[src/hw/rtl/gprb_pkg.sv]
// shared types and constants of the gpio port register block
`default_nettype none

package gprb_pkg;

	// pin slots covered by the internal padded vectors
	localparam int unsigned PIN_SLOTS     = 64;
	localparam int unsigned BANK_BITS     = 32;
	localparam int unsigned FSEL_PER_WORD = 10;
	localparam int unsigned FSEL_PINS     = 60;

	typedef enum logic {
		OP_READ  = 1'b0,
		OP_WRITE = 1'b1
	} opcode_t;

	// register word offsets
	localparam logic [5:0] W_FSEL_LAST = 6'd5;
	localparam logic [5:0] W_SET0      = 6'd7;
	localparam logic [5:0] W_SET1      = 6'd8;
	localparam logic [5:0] W_CLR0      = 6'd10;
	localparam logic [5:0] W_CLR1      = 6'd11;
	localparam logic [5:0] W_LEV0      = 6'd13;
	localparam logic [5:0] W_LEV1      = 6'd14;
	localparam logic [5:0] W_PUD       = 6'd37;
	localparam logic [5:0] W_PUDCLK0   = 6'd38;
	localparam logic [5:0] W_PUDCLK1   = 6'd39;

	localparam logic [2:0] FSEL_OUTPUT = 3'd1;
	localparam logic [1:0] PULL_DOWN   = 2'd1;
	localparam logic [1:0] PULL_UP     = 2'd2;

	// decoded register access
	typedef struct packed {
		logic       write;
		logic       fsel;
		logic [2:0] fsel_word;
		logic       lev;
		logic       pud;
		logic       set;
		logic       clr;
		logic       pudclk;
		logic       bank;
	} access_t;

endpackage

`default_nettype wire

[src/hw/rtl/gprb_decode.sv]
// register word offset decoder
`default_nettype none

module gprb_decode (
	input  wire logic            opcode,
	input  wire logic [5:0]      word_index,
	output gprb_pkg::access_t    acc
);
	import gprb_pkg::*;

	always_comb begin
		acc           = '0;
		acc.write     = (opcode == OP_WRITE);
		acc.fsel      = (word_index <= W_FSEL_LAST);
		acc.fsel_word = word_index[2:0];
		acc.lev       = (word_index == W_LEV0) || (word_index == W_LEV1);
		acc.pud       = (word_index == W_PUD);
		acc.set       = (word_index == W_SET0) || (word_index == W_SET1);
		acc.clr       = (word_index == W_CLR0) || (word_index == W_CLR1);
		acc.pudclk    = (word_index == W_PUDCLK0) || (word_index == W_PUDCLK1);
		// upper bank: pins 32 and above
		acc.bank      = (word_index == W_SET1) || (word_index == W_CLR1) ||
		                (word_index == W_LEV1) || (word_index == W_PUDCLK1);
	end

endmodule

`default_nettype wire

[src/hw/rtl/gpio_port_register_block_core.sv]
// top level of the gpio port register block: access pipeline, pin state, results
//
// channel | direction | handshake            | payload
// --------+-----------+----------------------+------------------------------------------
// in      | into core | in_valid / in_stall   | opcode, word_index, write_data, pins_in_*
// out     | from core | out_valid / out_stall | read_data, drive_*, enable_*, pull*_*
//
// one access per cycle sustained while no result is held by out_stall; a transferred
// access passes the input register, then the state update and read data register,
// before its result is offered
// reset clears the pipeline valids, function codes, output latch and pull state
// the drive, enable and pull outputs come straight from the pin state, which only
// changes when a result moves forward, so a stalled result holds all its fields
// in_stall rises only when the input register is full and cannot move on
`default_nettype none

module gpio_port_register_block_core #(
	parameter int unsigned PIN_COUNT = 54
) (
	input  wire logic        clk,
	input  wire logic        arst_n,
	input  wire logic        in_valid,
	output logic             in_stall,
	input  wire logic        opcode,
	input  wire logic [5:0]  word_index,
	input  wire logic [31:0] write_data,
	input  wire logic [31:0] pins_in_low,
	input  wire logic [21:0] pins_in_high,
	output logic             out_valid,
	input  wire logic        out_stall,
	output logic [31:0]      read_data,
	output logic [31:0]      drive_low,
	output logic [21:0]      drive_high,
	output logic [31:0]      enable_low,
	output logic [21:0]      enable_high,
	output logic [31:0]      pullup_low,
	output logic [21:0]      pullup_high,
	output logic [31:0]      pulldown_low,
	output logic [21:0]      pulldown_high
);
	import gprb_pkg::*;

	// pins that own a function-select slot
	localparam int unsigned FSEL_N = (PIN_COUNT < FSEL_PINS) ? PIN_COUNT : FSEL_PINS;

	// decode of the incoming access
	access_t acc_in;

	gprb_decode u_decode (
		.opcode     (opcode),
		.word_index (word_index),
		.acc        (acc_in)
	);

	// input register
	logic        s1_valid_s1;
	access_t     acc_s1;
	logic [31:0] wdata_s1;
	logic [31:0] pins_lo_s1;
	logic [21:0] pins_hi_s1;

	// result register
	logic        out_valid_q;
	logic [31:0] rd_q;

	// pin state
	logic [2:0]           fsel_q  [FSEL_N];
	logic [1:0]           pull_q  [PIN_COUNT];
	logic [PIN_COUNT-1:0] latch_q;
	logic [1:0]           mode_q;

	// padded views of the pin state, zero beyond the pin count
	logic [2:0]           fsel_pad [PIN_SLOTS];
	logic [1:0]           pull_pad [PIN_SLOTS];
	logic [PIN_SLOTS-1:0] latch_pad;
	logic [PIN_SLOTS-1:0] pin_mask;
	logic [PIN_SLOTS-1:0] lev_pad;
	logic [PIN_SLOTS-1:0] lvl_pad;
	logic [PIN_SLOTS-1:0] en_pad;
	logic [PIN_SLOTS-1:0] pu_pad;
	logic [PIN_SLOTS-1:0] pd_pad;

	logic        adv;
	logic        in_xfer;
	logic        fsel_we;
	logic        set_we;
	logic        clr_we;
	logic        pudclk_we;
	logic        pud_we;
	logic [31:0] rd_fsel;
	logic [31:0] rd_nx;

	// the input register moves on unless a finished result is held
	assign adv      = s1_valid_s1 && !(out_valid_q && out_stall);
	assign in_stall = s1_valid_s1 && !adv;
	assign in_xfer  = in_valid && !in_stall;

	always_ff @(posedge clk or negedge arst_n) begin
		if (!arst_n) begin
			s1_valid_s1 <= 1'b0;
		end else begin
			s1_valid_s1 <= in_xfer || (s1_valid_s1 && !adv);
		end
	end

	always_ff @(posedge clk) begin
		if (in_xfer) begin
			acc_s1     <= acc_in;
			wdata_s1   <= write_data;
			pins_lo_s1 <= pins_in_low;
			pins_hi_s1 <= pins_in_high;
		end
	end

	// write strobes of the access that moves into the result stage
	assign fsel_we   = adv && acc_s1.write && acc_s1.fsel;
	assign set_we    = adv && acc_s1.write && acc_s1.set;
	assign clr_we    = adv && acc_s1.write && acc_s1.clr;
	assign pudclk_we = adv && acc_s1.write && acc_s1.pudclk;
	assign pud_we    = adv && acc_s1.write && acc_s1.pud;

	always_ff @(posedge clk or negedge arst_n) begin
		if (!arst_n) begin
			mode_q <= '0;
		end else if (pud_we) begin
			mode_q <= wdata_s1[1:0];
		end
	end

	// per-pin state; pins without a select slot stay inputs
	for (genvar p = 0; p < PIN_SLOTS; p++) begin : g_pin
		if (p < FSEL_N) begin : g_fsel
			always_ff @(posedge clk or negedge arst_n) begin
				if (!arst_n) begin
					fsel_q[p] <= '0;
				end else if (fsel_we && acc_s1.fsel_word == 3'(p / FSEL_PER_WORD)) begin
					fsel_q[p] <= wdata_s1[3*(p % FSEL_PER_WORD) +: 3];
				end
			end
			assign fsel_pad[p] = fsel_q[p];
		end else begin : g_no_fsel
			assign fsel_pad[p] = '0;
		end

		if (p < PIN_COUNT) begin : g_io
			logic hit;
			assign hit = (acc_s1.bank == 1'(p / BANK_BITS)) && wdata_s1[p % BANK_BITS];

			always_ff @(posedge clk or negedge arst_n) begin
				if (!arst_n) begin
					latch_q[p] <= 1'b0;
				end else if (set_we && hit) begin
					latch_q[p] <= 1'b1;
				end else if (clr_we && hit) begin
					latch_q[p] <= 1'b0;
				end
			end

			// pull clock copies the stored mode into the selected pins
			always_ff @(posedge clk or negedge arst_n) begin
				if (!arst_n) begin
					pull_q[p] <= '0;
				end else if (pudclk_we && hit) begin
					pull_q[p] <= mode_q;
				end
			end

			assign latch_pad[p] = latch_q[p];
			assign pull_pad[p]  = pull_q[p];
			assign pin_mask[p]  = 1'b1;
		end else begin : g_no_io
			assign latch_pad[p] = 1'b0;
			assign pull_pad[p]  = '0;
			assign pin_mask[p]  = 1'b0;
		end
	end

	// external levels exist for the first 54 pins only
	assign lev_pad = PIN_SLOTS'({pins_hi_s1, pins_lo_s1});

	always_comb begin
		for (int p = 0; p < PIN_SLOTS; p++) begin
			en_pad[p]  = (fsel_pad[p] == FSEL_OUTPUT);
			pu_pad[p]  = (pull_pad[p] == PULL_UP);
			pd_pad[p]  = (pull_pad[p] == PULL_DOWN);
			lvl_pad[p] = pin_mask[p] && (en_pad[p] ? latch_pad[p] : lev_pad[p]);
		end
	end

	// ten codes of the addressed select word, top two bits zero
	always_comb begin
		logic [5:0] idx;
		rd_fsel = '0;
		for (int b = 0; b < FSEL_PER_WORD; b++) begin
			idx = 6'(int'(acc_s1.fsel_word) * FSEL_PER_WORD + b);
			rd_fsel[3*b +: 3] = fsel_pad[idx];
		end
	end

	always_comb begin
		rd_nx = '0;
		if (!acc_s1.write) begin
			priority if (acc_s1.fsel) begin
				rd_nx = rd_fsel;
			end else if (acc_s1.lev) begin
				rd_nx = acc_s1.bank ? lvl_pad[63:32] : lvl_pad[31:0];
			end else if (acc_s1.pud) begin
				rd_nx = 32'(mode_q);
			end else begin
				rd_nx = '0;
			end
		end
	end

	// result register
	always_ff @(posedge clk or negedge arst_n) begin
		if (!arst_n) begin
			out_valid_q <= 1'b0;
		end else if (adv) begin
			out_valid_q <= 1'b1;
		end else if (!out_stall) begin
			out_valid_q <= 1'b0;
		end
	end

	always_ff @(posedge clk) begin
		if (adv) begin
			rd_q <= rd_nx;
		end
	end

	assign out_valid     = out_valid_q;
	assign read_data     = rd_q;
	assign drive_low     = latch_pad[31:0];
	assign drive_high    = latch_pad[53:32];
	assign enable_low    = en_pad[31:0];
	assign enable_high   = en_pad[53:32];
	assign pullup_low    = pu_pad[31:0];
	assign pullup_high   = pu_pad[53:32];
	assign pulldown_low  = pd_pad[31:0];
	assign pulldown_high = pd_pad[53:32];

	// stall back only while the input register holds an access
	a_stall_needs_item: assert property (@(posedge clk) disable iff (!arst_n)
		in_stall |-> s1_valid_s1)
		else $error("input stall without a held access");

	// a held result keeps its read data, drive outputs, low enables and low pull-ups
	a_state_held: assert property (@(posedge clk) disable iff (!arst_n)
		(out_valid_q && out_stall) |=> ($stable(drive_low) && $stable(drive_high) &&
		$stable(enable_low) && $stable(pullup_low) && $stable(read_data)))
		else $error("pin state changed under a held result");

	// writes return zero read data
	a_write_reads_zero: assert property (@(posedge clk) disable iff (!arst_n)
		(adv && acc_s1.write) |=> (read_data == '0))
		else $error("write returned non-zero read data");

	// a pin never pulls both ways
	a_pull_exclusive: assert property (@(posedge clk) disable iff (!arst_n)
		((pullup_low & pulldown_low) == '0) && ((pullup_high & pulldown_high) == '0))
		else $error("pull-up and pull-down both active");

	// an access that cannot move on stays in the input register
	a_item_kept: assert property (@(posedge clk) disable iff (!arst_n)
		(s1_valid_s1 && !adv) |=> s1_valid_s1)
		else $error("stalled access lost");

endmodule

`default_nettype wire

[config.mk]
export PLATFORM = sky130hd
export DESIGN_NAME = gpio_port_register_block_core
export DESIGN_NICKNAME = d
export VERILOG_FILES = /design/src/hw/rtl/gprb_pkg.sv /design/src/hw/rtl/gprb_decode.sv /design/src/hw/rtl/gpio_port_register_block_core.sv
export SDC_FILE = /design/constraint.sdc
export NUM_CORES = 1
export LEC_CHECK = 0
export ABC_AREA = 1
export BUFFER_PORTS_ARGS = -buffer_cell sky130_fd_sc_hd__clkbuf_2
export CELL_PAD_IN_SITES_DETAIL_PLACEMENT = 1
export CELL_PAD_IN_SITES_GLOBAL_PLACEMENT = 2
export CORE_MARGIN = 1
export CORE_UTILIZATION = 30
export DETAILED_ROUTE_END_ITERATION = 10
export GPL_TIMING_DRIVEN = 0
export PLACE_DENSITY = 0.75
export SLEW_MARGIN = 10
export SYNTH_ARGS = -nofsm -noshare
export SYNTH_HDL_FRONTEND = slang
export SYNTH_HIERARCHICAL = 1
export SYNTH_SLANG_ARGS = --single-unit
[constraint.sdc]
create_clock -name clk -period 2.7 [get_ports clk]
set_input_delay 0.405 -clock clk [delete_from_list [all_inputs] [get_ports clk]]
set_output_delay 0.405 -clock clk [all_outputs]
set_load 0.05 [all_outputs]
=== After elaboration in Yosys (flattened, before gate mapping) ===
Cells that the tools add are included.

* Muxes and demuxes: 198
* Divide/modulo/power cells: 0
* Equal/unequal tests: 177
* Bitwise gates (word level): 11
* Shift-type cells: 0
* Multipliers: 1
* Add/sub/neg operators: 9
* $lt $le $gt $ge: 11
* Reductions and logical operators: 299

{| class="wikitable"
|+ Operators by type and width
! operator !! count
|-
| logical AND 1 bit || 232
|-
| binary-select mux 3 bit (select 6 bit) || 10
|-
| equality test 3 x 1 -> 1 bit, second input constant || 55
|-
| two-way mux 1 bit || 164
|-
| equality test 2 x 1 -> 1 bit, second input constant || 54
|-
| equality test 2 bit, second input constant || 54
|-
| nonzero test 2 bit || 54
|-
| greater-or-equal comparator 7 bit, second input constant || 10
|-
| NOT 6 -> 7 bit || 10
|-
| two-way mux 32 bit || 2
|-
| two-way mux 3 bit || 20
|-
| equality test 6 x 4 -> 1 bit, second input constant || 5
|-
| two-way mux 30 bit || 1
|-
| adder 6 x 3 -> 6 bit, second input constant || 4
|-
| equality test 6 bit, second input constant || 3
|-
| adder 6 x 2 -> 6 bit, second input constant || 2
|-
| adder 6 x 4 -> 6 bit, second input constant || 2
|-
| logical OR 1 bit || 8
|-
| adder 6 x 1 -> 6 bit, second input constant || 1
|-
| equality test 3 x 2 -> 1 bit, second input constant || 2
|-
| equality test 3 bit, second input constant || 2
|-
| equality test 6 x 3 -> 1 bit, second input constant || 1
|-
| less-or-equal comparator 6 x 3 -> 1 bit, second input constant || 1
|-
| multiplier 3 x 3 -> 5 bit, second input constant || 1
|-
| 6 further kinds || 8
|}

* Bits of input ports: 97
* Memories kept: 0
* Flip-flop bits (word level): 457
* Logic and storage cells: 885
* Bits in latches: 0
* Output and inout port bits: 250
* RAM bits: 0
* Memory bits (read-only): 0

=== Depth between registers and ports, before layout ===
Gate-level depths: netlist of run 1.

* Depth after elaboration: 8
* Gate-level depth with buffers: 16

=== By module ===
Netlist of run 1, hierarchy kept.

{| class="wikitable"
|+ By module, submodules not included
! module !! area each (µm²) !! times used !! cells an instance
|-
| gpio_port_register_block_core || 24,787.5 || 1 || 3,321
|-
| gprb_decode || 190.2 || 1 || 40
|}

=== Least setup slack after synthesis of run 1 ===
No wires, ideal clock.

* Kind: register to register
* Start point: reg out_valid_q (netlist: out_valid)
* End point: reg acc_s1[0] (netlist bit), enable pin
* Path buffers: 0
* Data required time: 2.249 ns
* Cell stages (with the launch flop): 4
* Setup slack: -0.475 ns
* Arrival: 2.724 ns
* Path through: dfrtp_1 -> nand2_1 -> o21ai_0 -> inv_1

* Longest elaborated chain between the ends: 7

{| class="wikitable"
|+ Ends and longest elaborated chain
! item !! line !! RTL
|-
| start, declared || gpio_port_register_block_core.sv:63 || <nowiki>logic out_valid_q;</nowiki>
|-
| start signal, assigned || gpio_port_register_block_core.sv:218 || <nowiki>out_valid_q <= 1'b0;</nowiki>
|-
| start signal, assigned || gpio_port_register_block_core.sv:220 || <nowiki>out_valid_q <= 1'b1;</nowiki>
|-
| start signal, assigned || gpio_port_register_block_core.sv:222 || <nowiki>out_valid_q <= 1'b0;</nowiki>
|-
| logical AND 1 bit || gpio_port_register_block_core.sv:94 || <nowiki>assign adv = s1_valid_s1 && !(out_valid_q && out_stall);</nowiki>
|-
| logical NOT 1 bit || gpio_port_register_block_core.sv:94 ||
|-
| logical AND 1 bit || gpio_port_register_block_core.sv:94 ||
|-
| logical NOT 1 bit || gpio_port_register_block_core.sv:95 || <nowiki>assign in_stall = s1_valid_s1 && !adv;</nowiki>
|-
| logical AND 1 bit || gpio_port_register_block_core.sv:95 ||
|-
| logical NOT 1 bit || gpio_port_register_block_core.sv:96 || <nowiki>assign in_xfer = in_valid && !in_stall;</nowiki>
|-
| logical AND 1 bit || gpio_port_register_block_core.sv:96 ||
|-
| named net in_xfer || gpio_port_register_block_core.sv:84 || <nowiki>logic in_xfer;</nowiki>
|-
| end signal, assigned || gpio_port_register_block_core.sv:108 || <nowiki>acc_s1 <= acc_in;</nowiki>
|-
| end, declared || gpio_port_register_block_core.sv:57 || <nowiki>access_t acc_s1;</nowiki>
|}

The timed path passes the listed nets, and every way through them passes these cells.
A chain may end at the register's enable or synchronous reset.

=== Worst setup path in the final report of run 1 ===
* Start point: reg acc_s1[8] (netlist bit)
* End point: reg rd_q[10] (netlist: read_data[10]), data pin

* Longest elaborated chain between the ends: 7

{| class="wikitable"
|+ Ends and longest elaborated chain
! item !! line !! RTL
|-
| multiplier 3 x 3 -> 5 bit || gpio_port_register_block_core.sv:195 || <nowiki>idx = 6'(int'(acc_s1.fsel_word) * FSEL_PER_WORD + b);</nowiki>
|-
| adder 6 x 2 -> 6 bit || gpio_port_register_block_core.sv:195 ||
|-
| NOT 6 -> 7 bit (implied by the code) || gpio_port_register_block_core.sv:196 || <nowiki>rd_fsel[3*b +: 3] = fsel_pad[idx];</nowiki>
|-
| binary-select mux 3 bit (select 6 bit) || gpio_port_register_block_core.sv:196 ||
|-
| two-way mux 3 bit (implied by the code) (2 in a row) || gpio_port_register_block_core.sv:196 ||
|-
| two-way mux 30 bit || gpio_port_register_block_core.sv:203 || <nowiki>priority if (acc_s1.fsel) begin</nowiki>
|-
| end signal, assigned || gpio_port_register_block_core.sv:228 || <nowiki>rd_q <= rd_nx;</nowiki>
|-
| end, declared || gpio_port_register_block_core.sv:64 || <nowiki>logic [31:0] rd_q;</nowiki>
|}

Every way passes these cells. The select of a mux whose other input is x is not followed.

==> impl_results.md, run 1 <==
- Placed Area: between 20000 and 30000 µm²
- Syn Inst Count: 3361
- Min Tclk post-route: 2.74 ns
- Initial DRC count: 2477
- Fin crit share: 101%
- HPWL after DPL: 112000 µm
- WP data arrival: roughly 3.1 ns
- Detail Route Antenna Nets: 0
- Num CTS Buffers: 55
- Cell with the most instances after synthesis: nand2_1
- Worst Tran Pin Value: 1.13 ns
- Post-synth EDFFs: between 100 and 150
- Max Used Layer: met4
- Chip height: 291 µm
- Reg2reg end: read_data[10]
- Die area: 84400 µm²
- Post-synth top area share: approximately 33%
- Critical path startpoint category: flop
- Post-Syn Nets: 3468
- Global route overflow: 0
- Setup violators final: 3
- Hold EP: out_valid
- WL met3: between 10000 and 15000 µm
- Number of placement rows: ~110
- Pin count of the biggest net entering global routing: between 80 and 90
- Crit-path max FO: 10
- # IOs: 347
- Cell Chain, Critical Path: ha_4 -> ha_2 -> inv_1 -> o21ai_1 -> nand2_1 -> buf_4 -> nand2_1 -> nand3_1 -> nand3_1 -> a21oi_2
- Crit. End Element: flop
- Max VDD drop: roughly 550 µV
- Hold_ws: 0.114 ns
- RSZ-0062 raised after global routing: true
- Simple-Gate Fraction of Synth Area: 32.1%
- Layout cells sized above 1: 17.4%
- Power Density: 890 nW/µm²
- Top_reg_cell synth: dfrtp_1
- # H-tree levels: 2
- Post-route cell area: 31900 µm²
- Setup_tns: -0.0596 ns
- Core box area: 82200 µm²
- Worst Path Buf+Inv: 2
- Kind of critical path: reg2reg
- Post-synth top cells: nand2_1, nand3_1, o21ai_0, dfrtp_1, inv_1
- Final RePlAce weighted congestion: 1.02
- First-pass GRT wire length: 201000 µm
- Cell taking the most area after synthesis: dfrtp_1
- Post-synth ARST share: about 72%
- Reg2reg setup slack: -0.04 ns
- Static leakage: 15.3 nW
- Clock transition at path regs: 0.07 ns
- XOR/XNOR Fraction of Synth Area: less than 1%
- WHS Path Cells: 3
- Detailed-route via count: 26800
- Min-delay src: out_stall
- Clock Latency Late Sink: between 0.6 and 0.7 ns
- Max incr delay on CP: 0.55 ns
- DRT Wirelength: between 100000 and 150000 µm
- CTS tree: built
- Flop and latch count out of synthesis: 457
- Drt first pass iters: 6
- DIE WIDTH: 291 µm
- Run status: complete, but fails checks
- Met2 WL: 62100 µm
- Initial antenna violation count: 3
- Max-cap viol count: 0
- Wire per inst: 28.3 µm
- Critical path's top delay family: simple AND/OR/NAND/NOR gates
- Sequential cell area fraction in the yosys report: 48.4%
- Hold WC Path Type: in2reg
- Max Slew Vio Count: 0
- Nets: between 3000 and 4000
- Largest family of logic cells by synthesized area: simple AND/OR/NAND/NOR gates
- GRT Util Overall: 33.2%
- Total power: 0.0284 W
- Slew HR: 24.7%
- Synth cell types: 39
- Clk buf depth: 3
- Initial Utilization: 30.4%
- P&R area growth vs syn: 27.7%
- Synth top area cells: dfrtp_1, edfxtp_1, nand2_1
- Post-synthesis compound-gate area fraction: 10.4%
- Drt via density: 5.35
- Clk_skew: 0.0570 ns
- Failing checks: setup timing
- Max Clk Rate: 365 MHz
- Adder-Cell Fraction of Synth Area: 0.501%
- DRC Markers: 0
- Clock sinks: around 460
- Vias in the first global route: 26700
- FF-to-FF Start: acc_s1[8]
- Avg Inst Size Synth: 7.43 µm²
- Mux cell area share after synthesis: 0.0401%
- Mapped Area: 25000 µm²
- Final setup margin: -0.0404 ns
- R2R depth: 10
- Clk root buf: clkbuf_16
- Worst path slowest cell: edfxtp_1
- Hold Fails Final Rpt: 0
- Port bufs: 345
- YS warnings: 6
- Wl on met1: between 60000 and 70000 µm
- Critical Path RT: 3.08 ns
## layer usage
layer / up-vias / track usage, %
li1: 12100 / -
met1: 13300 / 44.5
met2: 1135 / 51.0
met3: 261 / 7.12
met4: 0 / 15.3
met5: - / 0
## worst register-to-register path, delay by kind of cell, from the launching register on
kind	cells	cell delay, ns
AOI/OAI and AO/OA	2	0.24
adders and majority gates	2	0.61
buffers and inverters	2	0.40
DFF	1	0.55
and+or+nand+nor	4	0.67
## cell type report
cell class	instances	area [µm²]
Sequential cell	457	12100
Multi-Input combinational cell	2389	11200
Inverter	335	1280
Timing Repair Buffer	469	3060
Buffer	180	1130
Antenna cell	1	2.50
Tap cell	1070	1340
Fill cell	10100	50400
Clock inverter	23	235
Clock buffer	79	1550
## placed cells by master, fill, tap and decap left out, types with 17 or more instances in the layout
cell / instances
edfxtp_1: 129
nand3_1: 539
clkbuf_2: 357
a21oi_1: 41
clkbuf_1: 78
o211ai_1: 30
inv_1: 317
nand2_1: 1006
buf_4: 39
nor2_1: 221
nor3_1: 25
o21ai_0: 362
buf_2: 46
dfrtp_1: 327
or2_2: 17
clkbuf_16: 57
dlygate4sd3_1: 89
## power by group
group | internal (W) | leakage, nW | switching [W]
clock | 0.00421 | 0.879 | 0.00331
combinational | 0.00258 | 8.88 | 0.00799
sequential | 0.00845 | 5.50 | 0.00184
## kinds of logic (layout without fill, tap and decap cells)
logic type,count (synthesis),in the layout
and+or+nand+nor,1889,1889
AOI/OAI and AO/OA,485,485
other,0,1
xor gates and xnor gates,4,4
adders and majority gates,10,10
buffers and inverters,515,1086
DFF,457,457
muxes,1,1
## through the flow
| stage | setup slack, ns | util (%) | cells |
|---|---|---|---|
| global route | -0.0239 | 38.8 | 5002 |
| floorplan | 0.0244 | - | 3361 |
| detailed placement | -1.50 | 34.3 | 4783 |
| finish | -0.0404 | 38.8 | 5003 |
| global placement | -7.27 | 34.1 | 4776 |
| CTS | -0.0194 | 38.5 | 4989 |
## worst max path at each step
stage	depth (start not counted)	slack, ns	start	end
final	10	-0.04	acc_s1[8]	read_data[10]
after global routing	17	-0.02	acc_s1[6]	read_data[21]
after CTS	15	-0.02	acc_s1[7]	read_data[22]
after detailed placement	14	-1.50	acc_s1[7]	read_data[19]
after global placement	1	-7.27	arst_n	out_valid
after floorplan	3	0.02	out_valid	acc_s1[0]
## sequential cells by signal, summed over array words and instances, names as in the netlist
signal       flops
drive_low       32
wdata_s1        32
drive_high      22
mode_q           2
read_data       32
pins_lo_s1      32
pull_pad       108
pins_hi_s1      22
out_valid        1
acc_s1          11
s1_valid_s1      1
fsel_pad       162
## repair_timing
| action | in CTS | in global routing |
|---|---|---|
| pin swaps | 9 | 5 |
| hold endpoints to repair | 173 | 0 |
| buffers inserted | 15 | 13 |
| hold buffers | 89 | 0 |
| gates resized for setup | 174 | 48 |
| cloned | 0 | 0 |
| setup endpoints to repair | 139 | 32 |
No activity file was read; power rests on OpenSTA's default activity.
==> inputs of run 2 (changes only) <==
Settings changed: CORE_UTILIZATION 30 to 33, PLACE_DENSITY 0.75 to 0.78, SKIP_CTS_REPAIR_TIMING set to 1.
Clock period 2.7 ns to 2.57 ns, I/O delays scaled along.
==> run 2 against run 1 <==
Against the previous run:
- combinational power grew 6%
- non-clock buffer count grew 4
- worst hold slack lost 0.099 ns
- cell count shrank 2.0%
- first-iteration DRC count shrank 2.3%
- clock power grew 2%
- the flow still finishes with violations (setup timing)
- die area shrank 9.0%
- clock skew shrank 0.034 ns
==> impl_results.md, run 2 (synthesized netlist as in run 1, its figures left out) <==
- Sw Share: 45.8%
- P&R area growth vs syn: 28.0%
- Final RePlAce weighted congestion: 1.03
- Commonest non-fill, non-tap cell in the layout: nand2_1
- Vias in the first global route: around 26000
- Run status: complete, but fails checks
- Storage element area: 12100 µm²
- Critical path's top delay family: simple AND/OR/NAND/NOR gates
- Leading cell types in the layout, fill and taps excluded: nand2_1, nand3_1, clkbuf_2
- Initial antenna violation count: 7
- Failing checks: setup timing
- GRT Util Overall: 35.4%
- Final Util: 42.8%
- Worst Tran Pin Value: 1.03 ns
- Critical path startpoint category: flop
- Hold Fails Final Rpt: 0
- Total power: 0.0297 W
- Max-cap viol count: 0
- Worst path slowest cell: ha_4
- # H-tree levels: 2
- Port bufs: 345
- HPWL after DPL: 111000 µm
- Layout cells sized above 1: 18.4%
- Reg power frac: 36.4%
- Max Slew Vio Count: 0
- Core box area: 74700 µm²
- DRT Wirelength: 140000 µm
- Max incr delay on CP: 0.37 ns
- Final setup margin: -0.105 ns
- # IOs: 347
- Global route overflow: 0
- Detailed-route via count: approximately 27000
- Pre-CTS setup slack: -1.21 ns
- Pin count of the biggest net entering global routing: 100
- Cell Chain, Critical Path: buf_4 -> ha_4 -> buf_8 -> nand2_1 -> nand2_4 -> clkinvlp_4 -> buf_6 -> nand3_1 -> nand2_1 -> nand2_1 -> nand3_1 -> nand3_1 -> a21oi_2
- Slew HR: about a third
- First-pass GRT wire length: slightly below 200000 µm
- Clock sinks: 457
- Die area: 76800 µm²
- Clk root buf: clkbuf_16
- Max reg flops: roughly 160
- Clk buf depth: 3
- DIE WIDTH: 277 µm
- Clk_skew: 0.0234 ns
- Min Tclk post-route: approximately 2.7 ns
- Clock transition at path regs: 0.06 ns
- WP data arrival: 2.97 ns
- Max Clk Rate: 374 MHz
- Multi-input gate area: 11300 µm²
- Initial DRC count: between 2000 and 2500
- Nets: 3996
- Critical Path RT: 2.86 ns
- Clock Latency Late Sink: ~0.61 ns
- Fin crit share: 104%
- Comb power frac: 37.7%
- Number of placement rows: 100
- Static leakage: between 15 and 20 nW
- Crit-path max FO: 10
- RSZ-0062 raised after global routing: true
- Max VDD drop: 585 µV
- Hold_ws: 0.0154 ns
- Worst Path Buf+Inv: 4
- Kind of critical path: reg2reg
- Setup violators final: 15
- Chip height: 277 µm
- Hold WC Path Type: in2reg
- Clk pwr share: 25.9%
- Fillers: 9257
- Crit. End Element: flop
- Wire per inst: 28.4 µm
- Drt via density: 5.51
- DRC Markers: 0
- Detail Route Antenna Nets: 0
- Drt first pass iters: 5
- Initial Utilization: 33.4%
- CTS tree: built
- Num CTS Buffers: 52
- P_sw: 0.0136 W
- Reg2reg setup slack: -0.11 ns
- Pint: 0.0161 W
- Power Density: 929 nW/µm²
[run 2: cell count changes in the layout (fill, tap and decap cells not counted), moves of 5 or more]
cell	previous run	this run
a21oi_1	41	32
a21oi_2	11	20
buf_12	10	16
buf_2	46	33
buf_4	39	46
clkbuf_1	78	73
clkbuf_2	357	364
clkbuf_4	6	14
clkbuf_8	11	6
nand3_1	539	527
nand3_2	10	24
o21ai_0	362	355
[run 2: final cells by class]
type	instances	share of cell area, %
Inverter	335	4.05
Timing Repair Buffer	473	9.68
Clock buffer	70	4.44
Antenna cell	4	0.0313
Buffer	180	3.73
Sequential cell	457	37.8
Timing Repair inverter	1	0.0157
Tap cell	969	3.79
Multi-Input combinational cell	2389	35.5
Clock inverter	27	0.963
[run 2: worst paths after layout]
path,start,cells past startpoint,end
worst max-delay path,acc_s1[8],13,read_data[7]
worst max register to register,acc_s1[8],13,read_data[7]
worst min-delay path,in_valid,2,s1_valid_s1
max in group asynchronous,arst_n,4,fsel_pad[139]
min in group asynchronous,arst_n,2,pull_pad[56]
worst min register to register,fsel_pad[37],2,fsel_pad[37]
[run 2: metrics by stage]
stage / TNS (ns) / cells / cell area [µm²]
after global routing: -1.38 / 4905 / 32000
after CTS: -36.53 / 4778 / 29800
after floorplan: -6.15 / 3361 / 25000
after detailed placement: -32.98 / 4681 / 28100
final: -0.456 / 4905 / 32000
after global placement: -2335.81 / 4675 / 27900
[run 2: worst register-to-register path, stage by stage, from the launching register on]
cell and delay [ns]:
edfxtp_1 0.36, buf_4 0.20, ha_4 0.38, buf_8 0.16
nand2_1 0.09, nand2_4 0.12, clkinvlp_4 0.18, buf_6 0.21
nand3_1 0.11, nand2_1 0.07, nand2_1 0.10, nand3_1 0.15
nand3_1 0.12, a21oi_2 0.11
[run 2: metal layers]
layer  vias to the layer above  global-route usage (%)  wire length, µm
li1                      12100                       -                -
met4                         4                    10.7             4910
met5                         -                       0               24
met1                     13600                    48.7            59700
met2                      1099                    56.0            63700
met3                       213                    6.95            11100
[run 2: power by group through the flow]
stage	clock network (W)	registers [W]	logic (W)
3_5_place_dp	0	0.0108	0.0105
4_1_cts	0.00775	0.0107	0.0105
3_3_place_gp	0	0.0108	0.0103
2_1_floorplan	0	0.0109	0.00606
5_1_grt	0.00802	0.0109	0.0119
6_report	0.00769	0.0108	0.0112
==> inputs of run 3 (changes only) <==
Settings changed: ABC_AREA 1 to unset, CORE_ASPECT_RATIO set to 0.7, CORE_UTILIZATION 33 to 40, RECOVER_POWER set to 100.
==> run 3 against run 2 <==
Against the previous run:
- the flow finishes with violations (capacitance limit, slew limit, setup timing)
- core utilization is 9.7 points higher
- sequential power hardly changed
- area after synthesis is 1.0% higher
- cell count is 32% lower
- worst hold slack better by 0.057 ns
- synthesized cell count is 43% lower
- die area is 17% lower
==> impl_results.md, run 3 <==
- Run status: complete, but fails checks
- Failing checks: capacitance limit, slew limit, setup timing
- Critical Path Sink: read_data[10]
- Setup violators final: 223
- Hold WC Path Type: in2reg
- First-pass GRT wire length: 165000 µm
- R2R depth: 15
- Synth cell types: 63
- P&R area growth vs syn: 28.7%
- Initial DRC count: 1969
- Vias in the first global route: 20700
- Max Clk Rate: 285 MHz
- Crit. End Element: flop
- HPWL after DPL: 89000 µm
- Clock sinks: 457
- Nets: ~2600
- Detailed-route via count: 21100
- Final setup margin: -0.939 ns
- Fin crit share: 137%
- RSZ-0062 raised after global routing: true
- Max VDD drop: 800 µV
- Synth top area cells: dfrtp_1, edfxtp_1, mux2_2
- Port bufs: 343
- Clk root buf: clkbuf_16
- Drt first pass iters: 5
- Static leakage: 13.2 nW
- Avg Inst Size Synth: 13.1 µm²
- Post-synth EDFFs: 129
- Clk buf depth: 3
- Post-synth ARST share: about 70%
- Top_reg_cell synth: dfrtp_1
- Post-synth top area share: 32.5%
- Clk_skew: about 0.03 ns
- Max incr delay on CP: ~0.45 ns
- Multi-input gate area: around 13000 µm²
- Critical Path RT: 2.99 ns
- Final RePlAce weighted congestion: between 1 and 1.5
- # H-tree levels: 2
- CTS tree: built
- Number of placement rows: 76
- DRC Markers: 0
- FF-to-FF Start: acc_s1[7]
- Final Util: a little over half
- Hold Fails Final Rpt: 0
- Drt via density: 6.27
- Min Tclk post-route: around 3.5 ns
- Max-cap viol count: 1
- WP data arrival: 3.93 ns
- Worst Tran Pin Value: 1.98 ns
- Cell taking the most area after synthesis: dfrtp_1
- Initial antenna violation count: 8
- Clock transition at path regs: approximately 0.07 ns
- Sequential cell area fraction in the yosys report: 47.9%
- # IOs: 347
- Detail Route Antenna Nets: 0
- Chip height: roughly 210 µm
- Global route overflow: 0
- Storage element area: 12100 µm²
- Hold_ws: 0.0729 ns
- Layout cells sized above 1: around 38%
- GRT Util Overall: 37.4%
- Clock Latency Late Sink: 0.62 ns
- Max reg flops: between 150 and 200
- Wire per inst: between 30 and 40 µm
- Max Slew Vio Count: 70
- Core box area: 61900 µm²
- CP startpoint: acc_s1[7]
- Fillers: roughly 6400
- Kind of critical path: reg2reg
- Reg2reg end: read_data[10]
- Flop and latch count out of synthesis: 457
- DIE WIDTH: 302 µm
- DRT Wirelength: approximately 120000 µm
- Commonest non-fill, non-tap cell in the layout: dfrtp_1
- Reg2reg setup slack: -0.94 ns
- CP most frequent cell: buf_12
- Total power: 0.0302 W
- Initial Utilization: 40.8%
- Syn Inst Count: 1929
- Num CTS Buffers: 48
- Pin count of the biggest net entering global routing: 96
- Post-synth top cells: dfrtp_1, mux2_2, o21ai_0, edfxtp_1, mux4_2
- Cell Chain, Critical Path: buf_12 -> buf_12 -> buf_12 -> buf_12 -> clkinvlp_4 -> buf_12 -> ha_4 -> buf_12 -> clkbuf_16 -> nor2b_4 -> nand2_1 -> o22ai_1 -> a2111oi_1 -> a31o_1 -> o22ai_1
- Leading cell types in the layout, fill and taps excluded: dfrtp_1, mux2_2, clkbuf_1
- Mapped Area: roughly 25000 µm²
- Crit-path max FO: 7
- YS warnings: 6
- Critical path startpoint category: flop
- Die area: 64100 µm²
- Worst path slowest cell: edfxtp_1
- Power Density: 931 nW/µm²
- Cell with the most instances after synthesis: dfrtp_1
- Post-Syn Nets: 2036
- Slew HR: -31.8%
==> run 3: kinds of logic (layout without fill, tap and decap cells) <==
kind of cell               after synthesis  in the layout  synth area share (%)
DFF                                    457            457                  47.9
buffers and inverters                  163            771                  3.52
xor gates and xnor gates                17             17                 0.679
muxes                                  533            533                  29.9
adders and majority gates               10             10                 0.496
other                                    0              3                     0
AOI/OAI and AO/OA                      289            289                  7.19
and+or+nand+nor                        460            460                  10.4
==> run 3: metal layers <==
layer	global-route usage (%)	routed length [µm]
met1	53.6	52200
met2	52.1	51200
met3	13.7	14800
met4	12.1	4370
met5	0	70
==> run 3: where the power goes <==
| group | total, W | switching [W] | internal (W) |
|---|---|---|---|
| Clock | 0.00741 | 0.00319 | 0.00422 |
| Sequential | 0.0109 | 0.00197 | 0.00893 |
| Combinational | 0.0119 | 0.00800 | 0.00393 |
==> run 3: final cells by class <==
type	instances	area share (%)
antenna	3	0.0231
buffer	157	3.76
clock buffer	69	4.32
clock inverter	20	0.728
inverter	5	0.119
multi-input combinational	1309	40.6
sequential	457	37.2
tap	819	3.16
timing repair buffer	520	10.1
==> run 3: worst min path at each step <==
stage | to | startpoint | slack (ns) | cells past startpoint
final | s1_valid_s1 | out_stall | 0.07 | 3
after global routing | s1_valid_s1 | out_stall | 0.1 | 3
after CTS | fsel_pad[83] | arst_n | -0.19 | 1
after detailed placement | fsel_pad[45] | arst_n | 0.46 | 1
after global placement | pull_pad[29] | pull_pad[29] | 0.51 | 1
after floorplan | drive_high[0] | arst_n | 0.09 | 0
==> run 3: per-stage QoR <==
| step | instance area, µm² | setup TNS (ns) | setup WS, ns | std cells |
|---|---|---|---|---|
| floorplan | 25400 | -6.32 | -0.471 | 1929 |
| global placement | 28100 | -2127.89 | -6.14 | 3091 |
| detailed placement | 28300 | -96.70 | -2.20 | 3096 |
| CTS | 29900 | -105.46 | -2.23 | 3185 |
| global route | 32500 | -91.70 | -0.907 | 3356 |
| finish | 32500 | -55.65 | -0.939 | 3359 |
==> run 3: critical path, delay by kind of cell (launching register included) <==
| kind | cells | cell delay [ns] |
|---|---|---|
| compound gates | 4 | 0.92 |
| fa+ha+maj | 1 | 0.29 |
| buf+inv | 8 | 0.98 |
| flops | 1 | 0.45 |
| simple gates | 2 | 0.63 |
